--- src/rtl/utp_pkg.sv ---
// Shared types, codes and helper functions for the text-to-uint32 parser.
// No dependencies; every other file of the block imports this package.
package utp_pkg;

    localparam int unsigned CharW = 8;
    localparam int unsigned NumW  = 32;

    // Character codes used by the parser.
    localparam logic [CharW-1:0] ChNul   = 8'h00;
    localparam logic [CharW-1:0] ChSpace = 8'h20;
    localparam logic [CharW-1:0] ChTab   = 8'h09;
    localparam logic [CharW-1:0] ChCr    = 8'h0D;
    localparam logic [CharW-1:0] ChLf    = 8'h0A;
    localparam logic [CharW-1:0] ChZero  = 8'h30;
    localparam logic [CharW-1:0] ChNine  = 8'h39;
    localparam logic [CharW-1:0] ChLowA  = 8'h61;
    localparam logic [CharW-1:0] ChLowF  = 8'h66;
    localparam logic [CharW-1:0] ChUpA   = 8'h41;
    localparam logic [CharW-1:0] ChUpF   = 8'h46;
    localparam logic [CharW-1:0] ChLowX  = 8'h78;
    localparam logic [CharW-1:0] ChUpX   = 8'h58;

    // Digit value that marks "not a digit of this base".
    localparam logic [4:0] DigitNone = 5'd16;
    localparam logic [4:0] DecBase   = 5'd10;

    // Parser phase.
    typedef enum logic [2:0] {
        PH_LEAD  = 3'd0,
        PH_ZERO  = 3'd1,
        PH_DIGIT = 3'd2,
        PH_TRAIL = 3'd3,
        PH_ERR   = 3'd4
    } phase_t;

    // Parser state carried from one character to the next.
    typedef struct packed {
        phase_t            phase;
        logic [NumW-1:0]   accum;
        logic              hex_mode;
        logic              seen_digit;
    } parse_state_t;

    // One result word.
    typedef struct packed {
        logic              ok;
        logic [NumW-1:0]   number;
    } result_t;

    // Space, tab, carriage return or line feed.
    function automatic logic is_blank(input logic [CharW-1:0] c);
        return (c == ChSpace) || (c == ChTab) || (c == ChCr) || (c == ChLf);
    endfunction

    // Digit value of c in the current base, or DigitNone.
    function automatic logic [4:0] digit_value(input logic [CharW-1:0] c,
                                               input logic hex);
        logic [4:0] d;
        d = DigitNone;
        if (c >= ChZero && c <= ChNine)
            d = 5'(c - ChZero);
        else if (hex && c >= ChLowA && c <= ChLowF)
            d = 5'(c - ChLowA) + 5'd10;
        else if (hex && c >= ChUpA && c <= ChUpF)
            d = 5'(c - ChUpA) + 5'd10;
        return d;
    endfunction

endpackage

--- src/rtl/utp_char_if.sv ---
// Handshake channel that carries one string character per word.
// Depends on utp_pkg for the character width.
interface utp_char_if import utp_pkg::*; ();
    logic             valid;
    logic             ready;
    logic [CharW-1:0] char_in;

    modport source (output valid, output char_in, input ready);
    modport sink   (input valid, input char_in, output ready);
endinterface

--- src/rtl/utp_result_if.sv ---
// Handshake channel that carries one parse result per word.
// Depends on utp_pkg for the number width.
interface utp_result_if import utp_pkg::*; ();
    logic            valid;
    logic            ready;
    logic            ok;
    logic [NumW-1:0] number;

    modport source (output valid, output ok, output number, input ready);
    modport sink   (input valid, input ok, input number, output ready);
endinterface

--- src/rtl/utp_step.sv ---
// Combinational next-state and result logic for one character.
// Depends on utp_pkg for the state and result types and helper functions.
module utp_step
    import utp_pkg::*;
(
    input  parse_state_t     cur,
    input  logic [CharW-1:0] ch,
    output parse_state_t     nxt,
    output logic             is_end,
    output result_t          res
);

    logic             blank;
    logic [4:0]       dval;
    logic             dig_ok;
    logic             is_x;
    logic [NumW-1:0]  mac;
    phase_t           dig_phase;
    logic             valid_phase;

    // Character classification.
    assign is_end = (ch == ChNul);
    assign blank  = is_blank(ch);
    assign is_x   = (ch == ChLowX) || (ch == ChUpX);
    assign dval   = digit_value(ch, cur.hex_mode);
    assign dig_ok = cur.hex_mode ? (dval != DigitNone) : (dval < DecBase);

    // Multiply-accumulate by the base: shifts and adds only.
    assign mac = cur.hex_mode
               ? ((cur.accum << 4) + NumW'(dval))
               : ((cur.accum << 3) + (cur.accum << 1) + NumW'(dval));

    // Phase reached by a character handled as a digit-phase character.
    assign dig_phase = blank ? PH_TRAIL : (dig_ok ? PH_DIGIT : PH_ERR);

    // Next phase, accumulator, base and digit flag.
    always_comb
    begin
        nxt.phase      = PH_ERR;
        nxt.accum      = cur.accum;
        nxt.hex_mode   = cur.hex_mode;
        nxt.seen_digit = cur.seen_digit;
        if (is_end)
        begin
            nxt.phase = PH_LEAD;
        end
        else
        begin
            unique case (cur.phase)
                PH_LEAD:
                begin
                    if (blank)
                        nxt.phase = PH_LEAD;
                    else if (ch == ChZero)
                        nxt.phase = PH_ZERO;
                    else
                        nxt.phase = dig_phase;
                end
                PH_ZERO:  nxt.phase = is_x ? PH_DIGIT : dig_phase;
                PH_DIGIT: nxt.phase = dig_phase;
                PH_TRAIL: nxt.phase = blank ? PH_TRAIL : PH_ERR;
                default:  nxt.phase = PH_ERR;
            endcase
        end

        if (is_end)
        begin
            nxt.accum      = '0;
            nxt.hex_mode   = 1'b0;
            nxt.seen_digit = 1'b0;
        end
        else
        begin
            case (cur.phase)
                PH_LEAD:
                begin
                    if (!blank && ch == ChZero)
                    begin
                        nxt.accum      = '0;
                        nxt.seen_digit = 1'b1;
                    end
                    else if (!blank && dig_ok)
                    begin
                        nxt.accum      = mac;
                        nxt.seen_digit = 1'b1;
                    end
                end
                PH_ZERO:
                begin
                    if (is_x)
                    begin
                        nxt.hex_mode   = 1'b1;
                        nxt.seen_digit = 1'b0;
                        nxt.accum      = '0;
                    end
                    else if (!blank && dig_ok)
                    begin
                        nxt.accum      = mac;
                        nxt.seen_digit = 1'b1;
                    end
                end
                PH_DIGIT:
                begin
                    if (!blank && dig_ok)
                    begin
                        nxt.accum      = mac;
                        nxt.seen_digit = 1'b1;
                    end
                end
                default:
                begin
                end
            endcase
        end
    end

    // Result at the terminating zero byte.
    assign valid_phase = (cur.phase == PH_LEAD) || (cur.phase == PH_ZERO) ||
                         (cur.phase == PH_DIGIT) || (cur.phase == PH_TRAIL);
    assign res = (valid_phase && cur.seen_digit)
               ? result_t'{ok: 1'b1, number: cur.accum}
               : result_t'{ok: 1'b0, number: '0};

endmodule

--- src/rtl/utp_out_reg.sv ---
// Result register that drives the output channel.
// Depends on utp_pkg for the result type and on utp_result_if.
module utp_out_reg
    import utp_pkg::*;
(
    input  logic         clk,
    input  logic         rst_n,
    input  logic         load,
    input  result_t      res,
    output logic         free,
    utp_result_if.source result_chan
);

    logic    valid_reg;
    logic    valid_next;
    result_t res_reg;

    // The register can take a new word when empty or being drained.
    assign free = !valid_reg || result_chan.ready;

    assign valid_next = load ? 1'b1 : (valid_reg && !result_chan.ready);

    // Valid flag.
    always_ff @(posedge clk or negedge rst_n)
    begin
        if (!rst_n)
            valid_reg <= 1'b0;
        else
            valid_reg <= valid_next;
    end

    // Payload.
    always_ff @(posedge clk)
    begin
        if (load)
            res_reg <= res;
    end

    assign result_chan.valid  = valid_reg;
    assign result_chan.ok     = res_reg.ok;
    assign result_chan.number = res_reg.number;

endmodule

--- src/rtl/uint32_text_parser.sv ---
// Top level of the streaming decimal/hex text to uint32 parser.
// Depends on utp_pkg, utp_char_if, utp_result_if, utp_step and utp_out_reg.
//
//   Channel      Dir  Payload                  Word
//   char_chan    in   char_in[7:0]             one string character
//   result_chan  out  ok, number[31:0]         one result per zero byte
//
// One character is taken per cycle unless a zero byte stalls on a full result
// register. A character is held in the input register, where the step logic
// updates the parser state; a zero byte held there also loads the result
// register, so its result word is valid once it has passed both registers.
// Reset clears the input and result valid flags and puts the parser in its
// leading-whitespace phase. Only a zero byte can stall on a full result
// register; other characters keep flowing while a result waits.
module uint32_text_parser
    import utp_pkg::*;
(
    input  logic       clk,
    input  logic       rst_n,
    utp_char_if.sink   char_chan,
    utp_result_if.source result_chan
);

    logic             in_valid_reg;
    logic             in_valid_next;
    logic [CharW-1:0] in_char_reg;
    parse_state_t     state_reg;
    parse_state_t     state_next;
    logic             is_end;
    result_t          res;
    logic             out_free;
    logic             advance;
    logic             in_take;

    // The held character is consumed unless it is a zero byte facing a
    // full result register.
    assign advance = in_valid_reg && (!is_end || out_free);
    assign char_chan.ready = !in_valid_reg || advance;
    assign in_take = char_chan.valid && char_chan.ready;
    assign in_valid_next = in_take ? 1'b1 : (in_valid_reg && !advance);

    // Input register valid flag.
    always_ff @(posedge clk or negedge rst_n)
    begin
        if (!rst_n)
            in_valid_reg <= 1'b0;
        else
            in_valid_reg <= in_valid_next;
    end

    // Input register payload.
    always_ff @(posedge clk)
    begin
        if (in_take)
            in_char_reg <= char_chan.char_in;
    end

    // Parser state register.
    always_ff @(posedge clk or negedge rst_n)
    begin
        if (!rst_n)
        begin
            state_reg.phase      <= PH_LEAD;
            state_reg.accum      <= '0;
            state_reg.hex_mode   <= 1'b0;
            state_reg.seen_digit <= 1'b0;
        end
        else if (advance)
        begin
            state_reg <= state_next;
        end
    end

    utp_step u_step (
        .cur    (state_reg),
        .ch     (in_char_reg),
        .nxt    (state_next),
        .is_end (is_end),
        .res    (res)
    );

    utp_out_reg u_out (
        .clk         (clk),
        .rst_n       (rst_n),
        .load        (advance && is_end),
        .res         (res),
        .free        (out_free),
        .result_chan (result_chan)
    );

`ifndef SYNTHESIS
    // A consumed zero byte produces a result word on the next cycle.
    a_end_gives_result: assert property (@(posedge clk) disable iff (!rst_n)
        (advance && is_end) |=> result_chan.valid)
        else $error("zero byte consumed without a result word");

    // A failed parse reports a zero number.
    a_fail_number_zero: assert property (@(posedge clk) disable iff (!rst_n)
        (result_chan.valid && !result_chan.ok) |-> (result_chan.number == '0))
        else $error("failed parse with nonzero number");

    // After a zero byte the parser is back in its reset state.
    a_end_resets_state: assert property (@(posedge clk) disable iff (!rst_n)
        (advance && is_end) |=> (state_reg.phase == PH_LEAD &&
                                 !state_reg.seen_digit && !state_reg.hex_mode &&
                                 state_reg.accum == '0))
        else $error("parser state not cleared after end of string");
`endif

endmodule
--- src/flat_wrapper.sv ---
// flat-port wrapper written by rule: the top's interface ports become plain ports
module uint32_text_parser_flat import utp_pkg::*;
  (clk, rst_n, char_chan_valid, char_chan_char_in, char_chan_ready, result_chan_valid, result_chan_ok, result_chan_number, result_chan_ready);
  utp_char_if char_chan_i ();
  utp_result_if result_chan_i ();
  input  logic clk;
  input  logic rst_n;
  input wire logic [$bits(char_chan_i.valid)-1:0] char_chan_valid;
  input wire logic [$bits(char_chan_i.char_in)-1:0] char_chan_char_in;
  output wire logic [$bits(char_chan_i.ready)-1:0] char_chan_ready;
  output wire logic [$bits(result_chan_i.valid)-1:0] result_chan_valid;
  output wire logic [$bits(result_chan_i.ok)-1:0] result_chan_ok;
  output wire logic [$bits(result_chan_i.number)-1:0] result_chan_number;
  input wire logic [$bits(result_chan_i.ready)-1:0] result_chan_ready;
  assign char_chan_i.valid = char_chan_valid;
  assign char_chan_i.char_in = char_chan_char_in;
  assign char_chan_ready = char_chan_i.ready;
  assign result_chan_valid = result_chan_i.valid;
  assign result_chan_ok = result_chan_i.ok;
  assign result_chan_number = result_chan_i.number;
  assign result_chan_i.ready = result_chan_ready;
  uint32_text_parser u_core (.clk(clk), .rst_n(rst_n), .char_chan(char_chan_i), .result_chan(result_chan_i));
endmodule
--- config.mk ---
export PLATFORM = sky130hd
export DESIGN_NAME = uint32_text_parser_flat
export DESIGN_NICKNAME = d
export VERILOG_FILES = /design/src/rtl/utp_pkg.sv /design/src/rtl/utp_char_if.sv /design/src/rtl/utp_result_if.sv /design/src/rtl/utp_step.sv /design/src/rtl/utp_out_reg.sv /design/src/rtl/uint32_text_parser.sv /design/src/flat_wrapper.sv
export SDC_FILE = /design/constraint.sdc
export NUM_CORES = 1
export LEC_CHECK = 0
export BUFFER_PORTS_ARGS = -buffer_cell sky130_fd_sc_hd__buf_2
export CAP_MARGIN = 20
export CORE_MARGIN = 2
export CORE_UTILIZATION = 65
export DETAILED_ROUTE_END_ITERATION = 16
export HOLD_SLACK_MARGIN = 0.12
export MAX_ROUTING_LAYER = met4
export PLACE_DENSITY = 0.84
export SETUP_SLACK_MARGIN = 0.3
export SLEW_MARGIN = 40
export SYNTH_ARGS = -nofsm -noshare
export SYNTH_HDL_FRONTEND = slang
export SYNTH_SLANG_ARGS = --single-unit
--- constraint.sdc ---
create_clock -name clk -period 12.4 [get_ports clk]
set_input_delay 2.48 -clock clk [delete_from_list [all_inputs] [get_ports clk]]
set_output_delay 2.48 -clock clk [all_outputs]
set_load 0.05 [all_outputs]
==> summary.md <==
| Metric | Value |
|---|---|
| Mapped Area | `0.006090 sq mm` |
| Filler cell count | `657` |
| Yosys warns | `0` |
| Final Max Slew Viols | `0` |
| Synthesized net count | `~720` |
| Critical Path Slowest Stage Cell | `buf_2` |
| CP Data Required Time | `roughly 10 ns` |
| Hold Path Stages | `2` |
| PortBufs | `46` |
| Antenna violations before repair | `0` |
| H-tree depth | `3` |
| DRC viols | `0` |
| Status | `complete, no violations` |
| Worst R2R Start | `u_core.in_char_reg[1]` |
| Minimum clock period | `5.517 ns` |
| RD Place Congestion | `0.9783` |
| Largest net degree at the start of global routing | `40` |
| Delay of the slowest critical-path stage | `0.25 ns` |
| Worst Path Arrival | `3.04 ns` |
| RSZ-0062 raised after global routing | `false` |
| HP Class | `flip-flop to flip-flop` |
| # clock sinks | `80` |
| Crit-path most repeated cell | `buf_2` |
| Slew margin rel. | `0.5512` |
| Chip Width | `roughly 100 microns` |
| FF-to-FF End | `u_core.state_reg[30]` |
| GRT Util Overall | `0.2980` |
| CP Launch Type | `input port` |
| Core Area | `roughly 0.009 sq mm` |
| Area Overhead vs Synth | `8.671%` |
| Max reg flops | `37` |
| Worst Reg-to-Reg Cells | `16` |
| Fraction of layout cells with a size suffix above 1 | `0.1270` |
| Largest area contributor in the netlist | `edfxtp_1` |
| Dpl cell area | `0.006372 sq mm` |
| Post-CTS Setup Bufs | `0` |
| Die Y | `100.8 microns` |
| Hold-fix buffers, CTS | `0` |
| Top-area cell type share of the netlist area | `0.2022` |
| Synth Instances | `644` |
| Fraction of the yosys area taken by sequential cells | `0.3624` |
| Wire length per cell | `between 15 and 20 microns` |
| Initial Util | `0.6653` |
| Setup TNS | `0 ns` |
| Hold endpoint | `u_core.state_reg[0]` |
| Layout Cell Area excl Fill | `0.006618 sq mm` |
| Async S/R FF share, synth | `0.4875` |
| Endpoint class of the critical path | `output pin` |
| DP Wirelength | `9.942 mm` |
| Number of global-route vias before repair | `4906` |
| Pleak | `2.901 nW` |
| Fin crit share | `0.4449` |
| Max Cap Viol | `0` |
| Io pins | `47` |
| Setup slack after layout | `6.883 ns` |
| Die area | `approximately 0.010 sq mm` |
| CTS root buffer | `clkbuf_8` |
| FP Rows | `35` |
| Final Hold Viols | `0` |
| Mapped Avg Cell Area | `9.456 sq um` |
| Tightest Pin Transition | `~0.67 ns` |
| Critical Path Fanout Max | `3` |
| Post-synth top flop | `edfxtp_1` |
| Post-route antenna net violation count | `0` |
| Post-layout util | `0.7230` |
| Antenna Cells | `0` |
| CTS tree | `yes` |
| Post-cts sizing count | `0` |
| Clock buffer depth | `2` |
| Synth area leaders | `edfxtp_1 (20%), dfrtp_1 (16%), ha_1 (13%)` |
| Cells along the critical path | `buf_2 > nand4b_1 > buf_2` |
| First-pass DRT Iterations | `5` |
| First-pass GRT wire length | `23.18 mm` |
| Fmax | `181.3 MHz` |
| Critical path class | `input port to output pin` |
| Clock slew at reported path FFs | `0.09 ns` |
| Synth cell types | `71` |
| Pwr per Cell Area | `146.4 mW/mm^2` |
| Pre-CTS setup slack | `between 6 and 7 ns` |
| Routed wire length | `13.94 mm` |
| Nets | `758` |
| Setup slack, reg-to-reg | `approximately 7.4 ns` |
| Clock Latency Late Sink | `0.36 ns` |
| Worst min-delay path startpoint | `u_core.state_reg[0]` |
| Seq cells post-synth | `80` |
| Vias post-DR | `a little over 5000` |
| WHS | `roughly 0.49 ns` |
| Total CTS buffers | `9` |
| Drt initial violations | `268` |
| Global route overflow | `0` |
| Final Skew | `0.01707 ns` |
| EDFF count, synth | `41` |
| Worst vdd ir | `0.07541 mV` |
| Vias per cell | `6.470` |
| Final setup fails | `0` |
==> stage by stage <==
stage	power (W)	cells
3_5_place_dp	0.0007226	780
2_1_floorplan	0.0006306	644
4_1_cts	0.0009620	796
6_report	0.0009686	796
5_1_grt	0.001028	796
3_3_place_gp	0.0007063	780
==> worst max-delay path by stage <==
stage / from / to / slack, ns / depth (start not counted)
floorplan: result_chan_ready / char_chan_ready / 6.86 / 1
global placement: result_chan_ready / char_chan_ready / 6.92 / 3
detailed placement: result_chan_ready / char_chan_ready / 6.89 / 3
CTS: result_chan_ready / char_chan_ready / 6.89 / 3
global route: result_chan_ready / char_chan_ready / 6.86 / 3
finish: result_chan_ready / char_chan_ready / 6.88 / 3
==> area by class of cell <==
type                            count  area [sq um]  share of cell area
Clock inverter                      5         103.9             0.01569
Multi-Input combinational cell    517          3685              0.5568
Timing Repair Buffer               49         255.2             0.03857
Sequential cell                    80          2207              0.3335
Inverter                           23         86.33             0.01305
Clock buffer                       11         141.4             0.02137
Tap cell                          111         138.9             0.02099
==> routing by layer <==
metal  part of all wire  global-route usage  routed length (microns)  vias up
li1                   -                   -                        -     2433
met1               0.43              0.3789                     6050     2461
met2               0.48              0.4923                     6679      229
met3              0.071             0.04646                      989       27
met4              0.016             0.09168                      223        0
met5                  0                   -                        0        -
==> layout by cell type (no fill, tap or decap), types with 4 or more instances in the layout <==
cell      Yosys  routed
o21ai_1       4       4
xor2_1       19      19
a211oi_1      7       7
o21bai_1      5       5
nand3_1      22      22
a41oi_1       4       4
edfxtp_1     41      41
a22o_1        8       8
and3_1       12      12
nand2_1      64      64
inv_1        23      23
buf_2         7      45
and4_1        4       4
mux2i_1       4       4
nand4_1       5       5
xnor2_1      28      28
and2_1       34      34
a21oi_1      39      39
clkbuf_8      0      10
dfrtp_1      39      39
a21o_1       10       9
or3_1         5       5
ha_1         63      63
nand2b_1      5       5
o21a_1        4       4
nor3_1        8       8
a31oi_1       4       4
buf_4         0       4
o211ai_1      5       5
o21ai_0      52      52
nor2_1       40      40
==> Yosys cell counts, types with 7 or more instances <==
cell,count
nand2_1,64
ha_1,63
o21ai_0,52
edfxtp_1,41
nor2_1,40
a21oi_1,39
dfrtp_1,39
and2_1,34
xnor2_1,28
inv_1,23
nand3_1,22
xor2_1,19
clkbuf_1,13
and3_1,12
a21o_1,10
a22o_1,8
nor3_1,8
a211oi_1,7
buf_2,7
==> power by group <==
group	leakage (nW)	internal [W]	switching, W
logic	1.93	0.000153	0.000225
registers	0.851	0.000302	0.0000504
clock network	0.124	0.000140	0.0000994
==> cells by family (layout without fill, tap and decap cells) <==
logic type / after synthesis / after routing / synth area share
simple gates: 219 / 219 / 0.1835
flops: 80 / 80 / 0.3624
buf+inv: 47 / 88 / 0.03308
fa+ha+maj: 66 / 66 / 0.1393
mux: 5 / 5 / 0.008424
compound gates: 180 / 180 / 0.2057
xor+xnor: 47 / 47 / 0.06760
==> worst max-delay path: cells and delay by family <==
kind / cells / cell delay, ns
buffers and inverters: 2 / 0.35
AND/OR/NAND/NOR: 1 / 0.21
No activity file was read; power rests on OpenSTA's default activity.
